## src/rtl/ttdg_pkg.sv

```systemverilog
// Shared types, register map and constants for the touch tap and drag gesture detector.
package ttdg_pkg;

  localparam int unsigned AddrW   = 5;
  localparam int unsigned DataW   = 32;
  localparam int unsigned TimeW   = 32;
  localparam int unsigned PosW    = 16;
  localparam int unsigned MsCfgW  = 16;
  localparam int unsigned OffW    = 15;
  localparam int unsigned OffSqW  = 2 * OffW;

  // Double tap window: 0.2 s
  localparam logic [TimeW:0] DblTapWindowMs = (TimeW + 1)'(200);

  // Register indexes (byte address = 4 * index)
  localparam logic [2:0] RegPressDelay = 3'd0;
  localparam logic [2:0] RegTapMinDur  = 3'd1;
  localparam logic [2:0] RegTapMaxDur  = 3'd2;
  localparam logic [2:0] RegTapMaxOff  = 3'd3;
  localparam logic [2:0] RegQuitXLow   = 3'd4;
  localparam logic [2:0] RegQuitYLow   = 3'd5;
  localparam logic [2:0] RegQuitXHigh  = 3'd6;
  localparam logic [2:0] RegQuitYHigh  = 3'd7;

  typedef struct packed {
    logic [MsCfgW-1:0]      press_delay;
    logic [MsCfgW-1:0]      tap_min_duration;
    logic [MsCfgW-1:0]      tap_max_duration;
    logic [OffW-1:0]        tap_max_offset;
    logic [OffSqW-1:0]      tap_max_offset_sq;
    logic signed [PosW-1:0] quit_x_low;
    logic signed [PosW-1:0] quit_y_low;
    logic signed [PosW-1:0] quit_x_high;
    logic signed [PosW-1:0] quit_y_high;
  } cfg_t;

  typedef struct packed {
    logic                   quit_ack;
    logic                   touched;
    logic [TimeW-1:0]       now_ms;
    logic [TimeW-1:0]       sample_ms;
    logic signed [PosW-1:0] sample_x;
    logic signed [PosW-1:0] sample_y;
  } item_t;

  typedef struct packed {
    logic                   is_pressing;
    logic                   press_pulse;
    logic                   release_pulse;
    logic                   is_dragging;
    logic                   double_tap;
    logic                   single_tap;
    logic                   quit_flag;
    logic signed [PosW-1:0] last_x;
    logic signed [PosW-1:0] last_y;
  } result_t;

endpackage

```

## src/rtl/touch_tap_drag_gesture_detector_top.sv

```systemverilog
// Top level of the touch tap, double tap and drag gesture detector.
//
// One transaction on the input channel is one frame update; each frame gives exactly one
// result transaction with the pressing, press/release pulse, dragging, single and double
// tap flags, the quit flag and the last touched position. The block takes one frame per
// clock cycle while the output is not stalled: a frame sits in the input register while
// the gesture logic computes the new state, then moves to the result register when that
// register is free or draining, where it raises out_valid_o. in_ready_o follows
// out_ready_i combinationally through the two stages. A double tap ending inside the
// quit box sets quit_flag and freezes the gesture state until a frame with quit_ack_i
// set. Configuration registers sit on the APB port at byte address 4 * index; the user
// must write them only while no frame is in flight, as the block does not enforce it.
module touch_tap_drag_gesture_detector_top (
  input  logic                               clk_i,
  input  logic                               rst_ni,
  input  logic                               psel,
  input  logic                               penable,
  input  logic                               pwrite,
  input  logic [ttdg_pkg::AddrW-1:0]         paddr,
  input  logic [ttdg_pkg::DataW-1:0]         pwdata,
  output logic [ttdg_pkg::DataW-1:0]         prdata,
  output logic                               pready,
  input  logic                               in_valid_i,
  output logic                               in_ready_o,
  input  logic                               quit_ack_i,
  input  logic                               touched_i,
  input  logic [ttdg_pkg::TimeW-1:0]         now_ms_i,
  input  logic [ttdg_pkg::TimeW-1:0]         sample_ms_i,
  input  logic signed [ttdg_pkg::PosW-1:0]   sample_x_i,
  input  logic signed [ttdg_pkg::PosW-1:0]   sample_y_i,
  output logic                               out_valid_o,
  input  logic                               out_ready_i,
  output logic                               is_pressing_o,
  output logic                               press_pulse_o,
  output logic                               release_pulse_o,
  output logic                               is_dragging_o,
  output logic                               double_tap_o,
  output logic                               single_tap_o,
  output logic                               quit_flag_o,
  output logic signed [ttdg_pkg::PosW-1:0]   last_x_o,
  output logic signed [ttdg_pkg::PosW-1:0]   last_y_o
);
  import ttdg_pkg::*;

  cfg_t    cfg;
  item_t   item_q;
  logic    item_valid_q;
  result_t res_d, res_q;
  logic    res_valid_q;
  logic    advance;
  logic    in_take;

  ttdg_cfg u_cfg (
    .clk_i   (clk_i),
    .rst_ni  (rst_ni),
    .psel    (psel),
    .penable (penable),
    .pwrite  (pwrite),
    .paddr   (paddr),
    .pwdata  (pwdata),
    .prdata  (prdata),
    .pready  (pready),
    .cfg_o   (cfg)
  );

  // move the held frame into the result register when that slot is free or draining
  assign advance    = item_valid_q & (~res_valid_q | out_ready_i);
  assign in_ready_o = ~item_valid_q | advance;
  assign in_take    = in_valid_i & in_ready_o;

  ttdg_core u_core (
    .clk_i     (clk_i),
    .rst_ni    (rst_ni),
    .cfg_i     (cfg),
    .item_i    (item_q),
    .advance_i (advance),
    .res_o     (res_d)
  );

  always_ff @(posedge clk_i or negedge rst_ni) begin
    if (!rst_ni) begin
      item_valid_q <= 1'b0;
      res_valid_q  <= 1'b0;
    end else begin
      if (in_take) begin
        item_valid_q <= 1'b1;
      end else if (advance) begin
        item_valid_q <= 1'b0;
      end
      if (advance) begin
        res_valid_q <= 1'b1;
      end else if (out_ready_i) begin
        res_valid_q <= 1'b0;
      end
    end
  end

  always_ff @(posedge clk_i) begin
    if (in_take) begin
      item_q.quit_ack  <= quit_ack_i;
      item_q.touched   <= touched_i;
      item_q.now_ms    <= now_ms_i;
      item_q.sample_ms <= sample_ms_i;
      item_q.sample_x  <= sample_x_i;
      item_q.sample_y  <= sample_y_i;
    end
    if (advance) begin
      res_q <= res_d;
    end
  end

  assign out_valid_o     = res_valid_q;
  assign is_pressing_o   = res_q.is_pressing;
  assign press_pulse_o   = res_q.press_pulse;
  assign release_pulse_o = res_q.release_pulse;
  assign is_dragging_o   = res_q.is_dragging;
  assign double_tap_o    = res_q.double_tap;
  assign single_tap_o    = res_q.single_tap;
  assign quit_flag_o     = res_q.quit_flag;
  assign last_x_o        = res_q.last_x;
  assign last_y_o        = res_q.last_y;

endmodule

```

## src/rtl/ttdg_cfg.sv

```systemverilog
// APB configuration registers of the gesture detector.
module ttdg_cfg (
  input  logic                        clk_i,
  input  logic                        rst_ni,
  input  logic                        psel,
  input  logic                        penable,
  input  logic                        pwrite,
  input  logic [ttdg_pkg::AddrW-1:0]  paddr,
  input  logic [ttdg_pkg::DataW-1:0]  pwdata,
  output logic [ttdg_pkg::DataW-1:0]  prdata,
  output logic                        pready,
  output ttdg_pkg::cfg_t              cfg_o
);
  import ttdg_pkg::*;

  cfg_t            cfg_q, cfg_d;
  logic            wr_en;
  logic [2:0]      reg_idx;
  logic [OffW-1:0] off_new;

  assign pready  = 1'b1;
  assign wr_en   = psel & penable & pwrite;
  assign reg_idx = paddr[AddrW-1:2];
  assign off_new = pwdata[OffW-1:0];

  always_comb begin
    cfg_d = cfg_q;
    if (wr_en) begin
      unique case (reg_idx)
        RegPressDelay: cfg_d.press_delay      = pwdata[MsCfgW-1:0];
        RegTapMinDur:  cfg_d.tap_min_duration = pwdata[MsCfgW-1:0];
        RegTapMaxDur:  cfg_d.tap_max_duration = pwdata[MsCfgW-1:0];
        RegTapMaxOff: begin
          cfg_d.tap_max_offset    = off_new;
          // keep the squared limit ready for the distance compare
          cfg_d.tap_max_offset_sq = OffSqW'(off_new) * OffSqW'(off_new);
        end
        RegQuitXLow:   cfg_d.quit_x_low  = pwdata[PosW-1:0];
        RegQuitYLow:   cfg_d.quit_y_low  = pwdata[PosW-1:0];
        RegQuitXHigh:  cfg_d.quit_x_high = pwdata[PosW-1:0];
        RegQuitYHigh:  cfg_d.quit_y_high = pwdata[PosW-1:0];
        default: ;
      endcase
    end
  end

  always_ff @(posedge clk_i or negedge rst_ni) begin
    if (!rst_ni) begin
      cfg_q.press_delay       <= MsCfgW'(50);
      cfg_q.tap_min_duration  <= MsCfgW'(30);
      cfg_q.tap_max_duration  <= MsCfgW'(150);
      cfg_q.tap_max_offset    <= OffW'(1638);
      cfg_q.tap_max_offset_sq <= OffSqW'(1638 * 1638);
      cfg_q.quit_x_low        <= PosW'(12288);
      cfg_q.quit_y_low        <= PosW'(12288);
      cfg_q.quit_x_high       <= PosW'(16384);
      cfg_q.quit_y_high       <= PosW'(16384);
    end else begin
      cfg_q <= cfg_d;
    end
  end

  always_comb begin
    prdata = '0;
    unique case (reg_idx)
      RegPressDelay: prdata = DataW'(cfg_q.press_delay);
      RegTapMinDur:  prdata = DataW'(cfg_q.tap_min_duration);
      RegTapMaxDur:  prdata = DataW'(cfg_q.tap_max_duration);
      RegTapMaxOff:  prdata = DataW'(cfg_q.tap_max_offset);
      RegQuitXLow:   prdata = DataW'(cfg_q.quit_x_low);
      RegQuitYLow:   prdata = DataW'(cfg_q.quit_y_low);
      RegQuitXHigh:  prdata = DataW'(cfg_q.quit_x_high);
      RegQuitYHigh:  prdata = DataW'(cfg_q.quit_y_high);
      default:       prdata = '0;
    endcase
  end

  assign cfg_o = cfg_q;

endmodule

```

## src/rtl/ttdg_core.sv

```systemverilog
// Gesture state and the per-frame next-state logic.
module ttdg_core (
  input  logic              clk_i,
  input  logic              rst_ni,
  input  ttdg_pkg::cfg_t    cfg_i,
  input  ttdg_pkg::item_t   item_i,
  input  logic              advance_i,
  output ttdg_pkg::result_t res_o
);
  import ttdg_pkg::*;

  logic                   holding_q, holding_d;
  logic                   press_evt_q, press_evt_d;
  logic                   release_evt_q, release_evt_d;
  logic                   drag_on_q, drag_on_d;
  logic                   dbl_evt_q, dbl_evt_d;
  logic                   tap_evt_q, tap_evt_d;
  logic                   quit_latch_q, quit_latch_d;
  logic [TimeW-1:0]       begin_time_q, begin_time_d;
  logic [TimeW-1:0]       finish_time_q, finish_time_d;
  logic signed [PosW-1:0] begin_x_q, begin_x_d, begin_y_q, begin_y_d;
  logic signed [PosW-1:0] finish_x_q, finish_x_d, finish_y_q, finish_y_d;
  logic                   tap_slot_q, tap_slot_d;
  logic [TimeW-1:0]       tap_beg_q [2];
  logic [TimeW-1:0]       tap_beg_d [2];
  logic [TimeW-1:0]       tap_fin_q [2];
  logic [TimeW-1:0]       tap_fin_d [2];

  logic                   slot_sel;
  logic                   drag_hit, win_miss, rel_hit, tap_close, in_box;
  logic signed [PosW:0]   dx, dy;
  logic [2*PosW+1:0]      dx_sq, dy_sq;
  logic [2*PosW+2:0]      dist_sq;
  logic                   dist_ok;
  logic [TimeW:0]         dur;
  logic                   dur_ok;
  logic                   tap_ok;

  // all time sums and compares carry one extra bit so they never wrap
  assign drag_hit = {1'b0, item_i.sample_ms} >
                    ({1'b0, begin_time_q} + (TimeW + 1)'(cfg_i.press_delay));
  assign win_miss = {1'b0, item_i.sample_ms} > ({1'b0, tap_fin_q[0]} + DblTapWindowMs);
  assign rel_hit  = ({1'b0, finish_time_q} + (TimeW + 1)'(cfg_i.press_delay)) <
                    {1'b0, item_i.now_ms};
  assign tap_close = {1'b0, finish_time_q} < ({1'b0, tap_beg_q[tap_slot_q]} + DblTapWindowMs);

  assign in_box = (finish_x_q >= $signed(cfg_i.quit_x_low)) &&
                  (finish_x_q <= $signed(cfg_i.quit_x_high)) &&
                  (finish_y_q >= $signed(cfg_i.quit_y_low)) &&
                  (finish_y_q <= $signed(cfg_i.quit_y_high));

  // single tap works on stored positions and times: they hold still on a release frame
  assign dx      = (PosW + 1)'(finish_x_q) - (PosW + 1)'(begin_x_q);
  assign dy      = (PosW + 1)'(finish_y_q) - (PosW + 1)'(begin_y_q);
  assign dx_sq   = (2 * PosW + 2)'(dx * dx);
  assign dy_sq   = (2 * PosW + 2)'(dy * dy);
  assign dist_sq = (2 * PosW + 3)'(dx_sq) + (2 * PosW + 3)'(dy_sq);
  assign dist_ok = dist_sq < (2 * PosW + 3)'(cfg_i.tap_max_offset_sq);

  assign dur    = {1'b0, finish_time_q} - {1'b0, begin_time_q};
  assign dur_ok = (finish_time_q >= begin_time_q) &&
                  (dur[TimeW-1:0] > TimeW'(cfg_i.tap_min_duration)) &&
                  (dur[TimeW-1:0] < TimeW'(cfg_i.tap_max_duration));
  assign tap_ok = dist_ok & dur_ok;

  always_comb begin
    holding_d     = holding_q;
    press_evt_d   = press_evt_q;
    release_evt_d = release_evt_q;
    drag_on_d     = drag_on_q;
    dbl_evt_d     = dbl_evt_q;
    tap_evt_d     = tap_evt_q;
    begin_time_d  = begin_time_q;
    finish_time_d = finish_time_q;
    begin_x_d     = begin_x_q;
    begin_y_d     = begin_y_q;
    finish_x_d    = finish_x_q;
    finish_y_d    = finish_y_q;
    tap_slot_d    = tap_slot_q;
    tap_beg_d     = tap_beg_q;
    tap_fin_d     = tap_fin_q;
    slot_sel      = tap_slot_q;
    // acknowledge clears the latch before the frame is handled
    quit_latch_d  = quit_latch_q & ~item_i.quit_ack;

    if (!quit_latch_d) begin
      press_evt_d   = 1'b0;
      release_evt_d = 1'b0;
      dbl_evt_d     = 1'b0;
      if (item_i.touched) begin
        finish_time_d = item_i.sample_ms;
        finish_x_d    = item_i.sample_x;
        finish_y_d    = item_i.sample_y;
        if (!holding_q) begin
          holding_d    = 1'b1;
          press_evt_d  = 1'b1;
          drag_on_d    = 1'b0;
          begin_time_d = item_i.sample_ms;
          begin_x_d    = item_i.sample_x;
          begin_y_d    = item_i.sample_y;
          // drop a pending first tap once the window has passed
          if (tap_slot_q && win_miss) begin
            slot_sel = 1'b0;
          end
          tap_slot_d          = slot_sel;
          tap_beg_d[slot_sel] = item_i.sample_ms;
        end else if (drag_hit) begin
          drag_on_d = 1'b1;
        end
      end else if (holding_q && rel_hit) begin
        holding_d             = 1'b0;
        release_evt_d         = 1'b1;
        drag_on_d             = 1'b0;
        tap_fin_d[tap_slot_q] = finish_time_q;
        if (tap_close && !tap_slot_q) begin
          tap_slot_d = 1'b1;
        end else if (tap_close) begin
          dbl_evt_d    = 1'b1;
          quit_latch_d = in_box;
          tap_slot_d   = 1'b0;
        end else begin
          tap_slot_d = 1'b0;
        end
      end
      tap_evt_d = release_evt_d & tap_ok;
    end
  end

  always_ff @(posedge clk_i or negedge rst_ni) begin
    if (!rst_ni) begin
      holding_q     <= 1'b0;
      press_evt_q   <= 1'b0;
      release_evt_q <= 1'b0;
      drag_on_q     <= 1'b0;
      dbl_evt_q     <= 1'b0;
      tap_evt_q     <= 1'b0;
      quit_latch_q  <= 1'b0;
      begin_time_q  <= '0;
      finish_time_q <= '0;
      begin_x_q     <= '0;
      begin_y_q     <= '0;
      finish_x_q    <= '0;
      finish_y_q    <= '0;
      tap_slot_q    <= 1'b0;
      tap_beg_q     <= '{default: '0};
      tap_fin_q     <= '{default: '0};
    end else if (advance_i) begin
      holding_q     <= holding_d;
      press_evt_q   <= press_evt_d;
      release_evt_q <= release_evt_d;
      drag_on_q     <= drag_on_d;
      dbl_evt_q     <= dbl_evt_d;
      tap_evt_q     <= tap_evt_d;
      quit_latch_q  <= quit_latch_d;
      begin_time_q  <= begin_time_d;
      finish_time_q <= finish_time_d;
      begin_x_q     <= begin_x_d;
      begin_y_q     <= begin_y_d;
      finish_x_q    <= finish_x_d;
      finish_y_q    <= finish_y_d;
      tap_slot_q    <= tap_slot_d;
      tap_beg_q     <= tap_beg_d;
      tap_fin_q     <= tap_fin_d;
    end
  end

  always_comb begin
    res_o.is_pressing   = holding_d;
    res_o.press_pulse   = press_evt_d;
    res_o.release_pulse = release_evt_d;
    res_o.is_dragging   = drag_on_d;
    res_o.double_tap    = dbl_evt_d;
    res_o.single_tap    = tap_evt_d;
    res_o.quit_flag     = quit_latch_d;
    res_o.last_x        = finish_x_d;
    res_o.last_y        = finish_y_d;
  end

endmodule

```

## config.mk

```make
export PLATFORM = sky130hd
export DESIGN_NAME = touch_tap_drag_gesture_detector_top
export DESIGN_NICKNAME = d
export VERILOG_FILES = /design/src/rtl/ttdg_pkg.sv /design/src/rtl/touch_tap_drag_gesture_detector_top.sv /design/src/rtl/ttdg_cfg.sv /design/src/rtl/ttdg_core.sv
export SDC_FILE = /design/constraint.sdc
export NUM_CORES = 2
export LEC_CHECK = 0
export BUFFER_PORTS_ARGS = -buffer_cell sky130_fd_sc_hd__buf_2
export CAP_MARGIN = 20
export CORE_MARGIN = 1
export CORE_UTILIZATION = 57
export DETAILED_ROUTE_END_ITERATION = 12
export GPL_TIMING_DRIVEN = 0
export HOLD_SLACK_MARGIN = 0.02
export MAX_ROUTING_LAYER = met4
export PLACE_DENSITY = 0.83
export REMOVE_ABC_BUFFERS = 1
export SLEW_MARGIN = 20
export SYNTH_ARGS = -nofsm -noshare
export SYNTH_HDL_FRONTEND = slang
export SYNTH_SLANG_ARGS = --single-unit
```

## constraint.sdc

```tcl
create_clock -name clk_i -period 10.74 [get_ports clk_i]
set_input_delay 2.148 -clock clk_i [delete_from_list [all_inputs] [get_ports clk_i]]
set_output_delay 2.148 -clock clk_i [all_outputs]
set_load 0.02 [all_outputs]
```

==> impl_metrics.ini <==
[placed_design]
hpwl_um = 126000
placed_cells = 7639
io_buffers = 196
gp_congestion = 0.974
detailedPlace.worstSlack_ns = -3.14
place_area_um2 = 61900

[global_routing]
grt.met3_usage = 0.0541
grt_max_degree = 93
grt-busiest-layer = met2
use_met1 = 0.377
grt_antenna_before_repair = 8
gr-usage-met2 = 0.549
gr-total-overflow = 0
grt_pass1_wl_um = 267000
grt.total_usage = 0.331
grt_pass1_vias = 50000

[sta]
fin_crit_ns = 11.44
hold_violations = 0
finalCritPeriodShare = 1.06
finalMaxSlewViolations = 0
fin_ws_ns = -0.697
fmax_ghz = 0.0874
maxSlewHeadroom = 0.191
rsz0062_at_grt = true
skew_ns = 0.0396
timing.setup.tns_ns = -1.32
tightest_slew_ns = 1.18
setup_viol = 2

[setup_path]
start_kind = register
worst_r2r_startpoint = u_core.finish_y_q[1]
arrival_ns = 11.95
cp-startpoint = u_core.finish_y_q[1]
slowest_delay_ns = 0.53
critPathMaxFanout = 5
cpMaxStageDelayCell = fa_1
crit_path_end_kind = register
worstPathRequired_ns = 11.25
path_class = register to register
cp_common_cell = fa_1

[logic_synthesis]
async_flop_share = 0.740
yosys_most_used_dff = dfrtp_1
avgSynthCellArea_um2 = 9.54
synth-edff-count = 137
ys_top_cells_by_area = fa_1 23%, dfrtp_1 15%, ha_1 13%, inv_1 7.2%, edfxtp_1 6.9%
synthCells = 6234
yosys_register_bits = 526
yosys.cell_types.count = 81
synth.most_common_cell = inv_1
yosysTopAreaCellShare = 0.231
synth-seq-area-share = 0.234
yosysTopAreaCell = fa_1
synth_area_um2 = 59500
ys_top_cells_by_count = 1,133 x inv_1, 685 x fa_1, 640 x ha_1, 557 x nand2_1, 392 x nor2_1
synth_warnings = 0

[status]
violations = negative setup slack
status = finished, violations left

[cells_and_area]
multi_input_area_um2 = 42300
drive_above_1_share = 0.172
stdcell_area_um2 = 67700
nFillCells = 7700
regArea_um2 = 13900
area_growth_syn_to_layout_pct = 13.8
final_cells = 7974
finalNetCount = 8000

[clocking]
cts_buffer_depth = 3
htreeDepth = 2
clk_pin_slew_ns = 0.06
cts_hold_buf = 0
cts_tree = done
clock_sinks = 526
clk_latency_ns = 0.70
cts_made_buffers = 61
cts-root-buf = clkbuf_16

[hold_path]
hp-start = u_cfg.cfg_o[76]
hp-class = register to register

[detailed_routing]
drc_errors = 0
vias = 47000
dr.pass1.iters = 6
viasPerCell = 5.89
drt_iter0_drc = 4009
ant_nets = 0
drt_wl_total_um = 169000
wl_per_cell_um = 21.2

[floorplanning]
dieArea_um2 = 106000
die_width_um = 325
die-height_um = 325
io_pins = 216
row_count = 118
core_area_um2 = 103000
initial_core_util = 0.574

[job]
maxCapViolCount = 0
## critical path, delay by kind of cell (launching register included)
family | cells | cell delay (ns)
AO/OA/AOI/OAI | 20 | 4.18
adder cells (fa/ha/maj) | 10 | 4.16
AND/OR/NAND/NOR | 10 | 1.44
buffers and inverters | 10 | 0.87
flip-flops | 1 | 0.43
XOR/XNOR | 1 | 0.16
## cells in the final DEF (no fill, tap or decap), types with 38 or more instances in the layout
cell / n
clkbuf_16: 63
xor2_1: 79
nand4_1: 67
nor3_1: 47
and2_1: 72
mux2_2: 230
ha_1: 597
a21o_1: 117
nand2_1: 538
mux2i_1: 46
xnor2_1: 181
dfrtp_1: 351
fa_1: 670
buf_2: 195
a21oi_1: 221
buf_4: 187
inv_1: 1092
nor2b_1: 39
o21ai_0: 306
edfxtp_1: 137
o21a_1: 51
nor2_1: 357
nand3_1: 89
and3_1: 38
## registers in the layout (all words and copies together) (netlist names), 16 cells and up
register              cells
u_core.finish_x_q        16
u_core.begin_y_q         16
last_y_o                 16
u_cfg.cfg_o             155
u_core.begin_time_q      32
u_core.finish_time_q     32
u_core.tap_beg_q         64
u_core.finish_y_q        16
last_x_o                 16
item_q                   98
u_core.tap_fin_q         32
u_core.begin_x_q         16
## timing repair
item | 4_1_cts | 5_1_grt
gates cloned | 4 | 0
buffers inserted | 187 | 20
pin swaps | 220 | 70
resized for setup | 360 | 58
hold endpoints to repair | 0 | 0
endpoints found under the setup margin | 2 | 2
## path summary, 6_finish.rpt
kind | endpoint | slack (ns) | cells after the start
worst max-delay path | single_tap_o | -0.70 | 51
worst min-delay path | u_cfg.cfg_o[76] | 0.47 | 2
worst max register to register | single_tap_o | -0.70 | 51
worst min register to register | u_cfg.cfg_o[76] | 0.47 | 2
max in group asynchronous | u_core.finish_y_q[2] | 7.99 | 3
min in group asynchronous | u_core.tap_beg_q[27] | 1.39 | 1
## cells by family after synthesis
family	synth area share
flops	0.234
mux	0.0551
compound gates	0.106
simple gates	0.111
other cells	0.0000631
xor+xnor	0.0432
buf+inv	0.0854
fa+ha+maj	0.365
## metal layers
metal,part of all wire,wire length [µm],up-vias
met3,0.073,12300,620
met1,0.37,61900,23300
met2,0.49,82300,1963
met4,0.073,12400,0
met5,0,0,-
li1,-,-,21100
## through the flow
stage	hold WS, ns	utilization
6_report	0.473	0.654
5_1_grt	0.499	0.654
4_1_cts	0.476	0.649
3_5_place_dp	0.468	0.598
3_3_place_gp	0.456	0.593
2_1_floorplan	0.447	-
## final cells by class
| class | count | share of cell area |
|---|---|---|
| Multi-Input combinational cell | 4377 | 0.625 |
| Clock inverter | 42 | 0.00782 |
| Timing Repair inverter | 4 | 0.000444 |
| Sequential cell | 526 | 0.205 |
| Clock buffer | 74 | 0.0243 |
| Tap cell | 1380 | 0.0255 |
| Antenna cell | 8 | 0.000296 |
| Timing Repair Buffer | 426 | 0.0464 |
| Inverter | 1137 | 0.0646 |
Power is left out: the tool's default activity adds up to more than one toggle a clock period on the data nets, which glitch-free logic cannot reach.
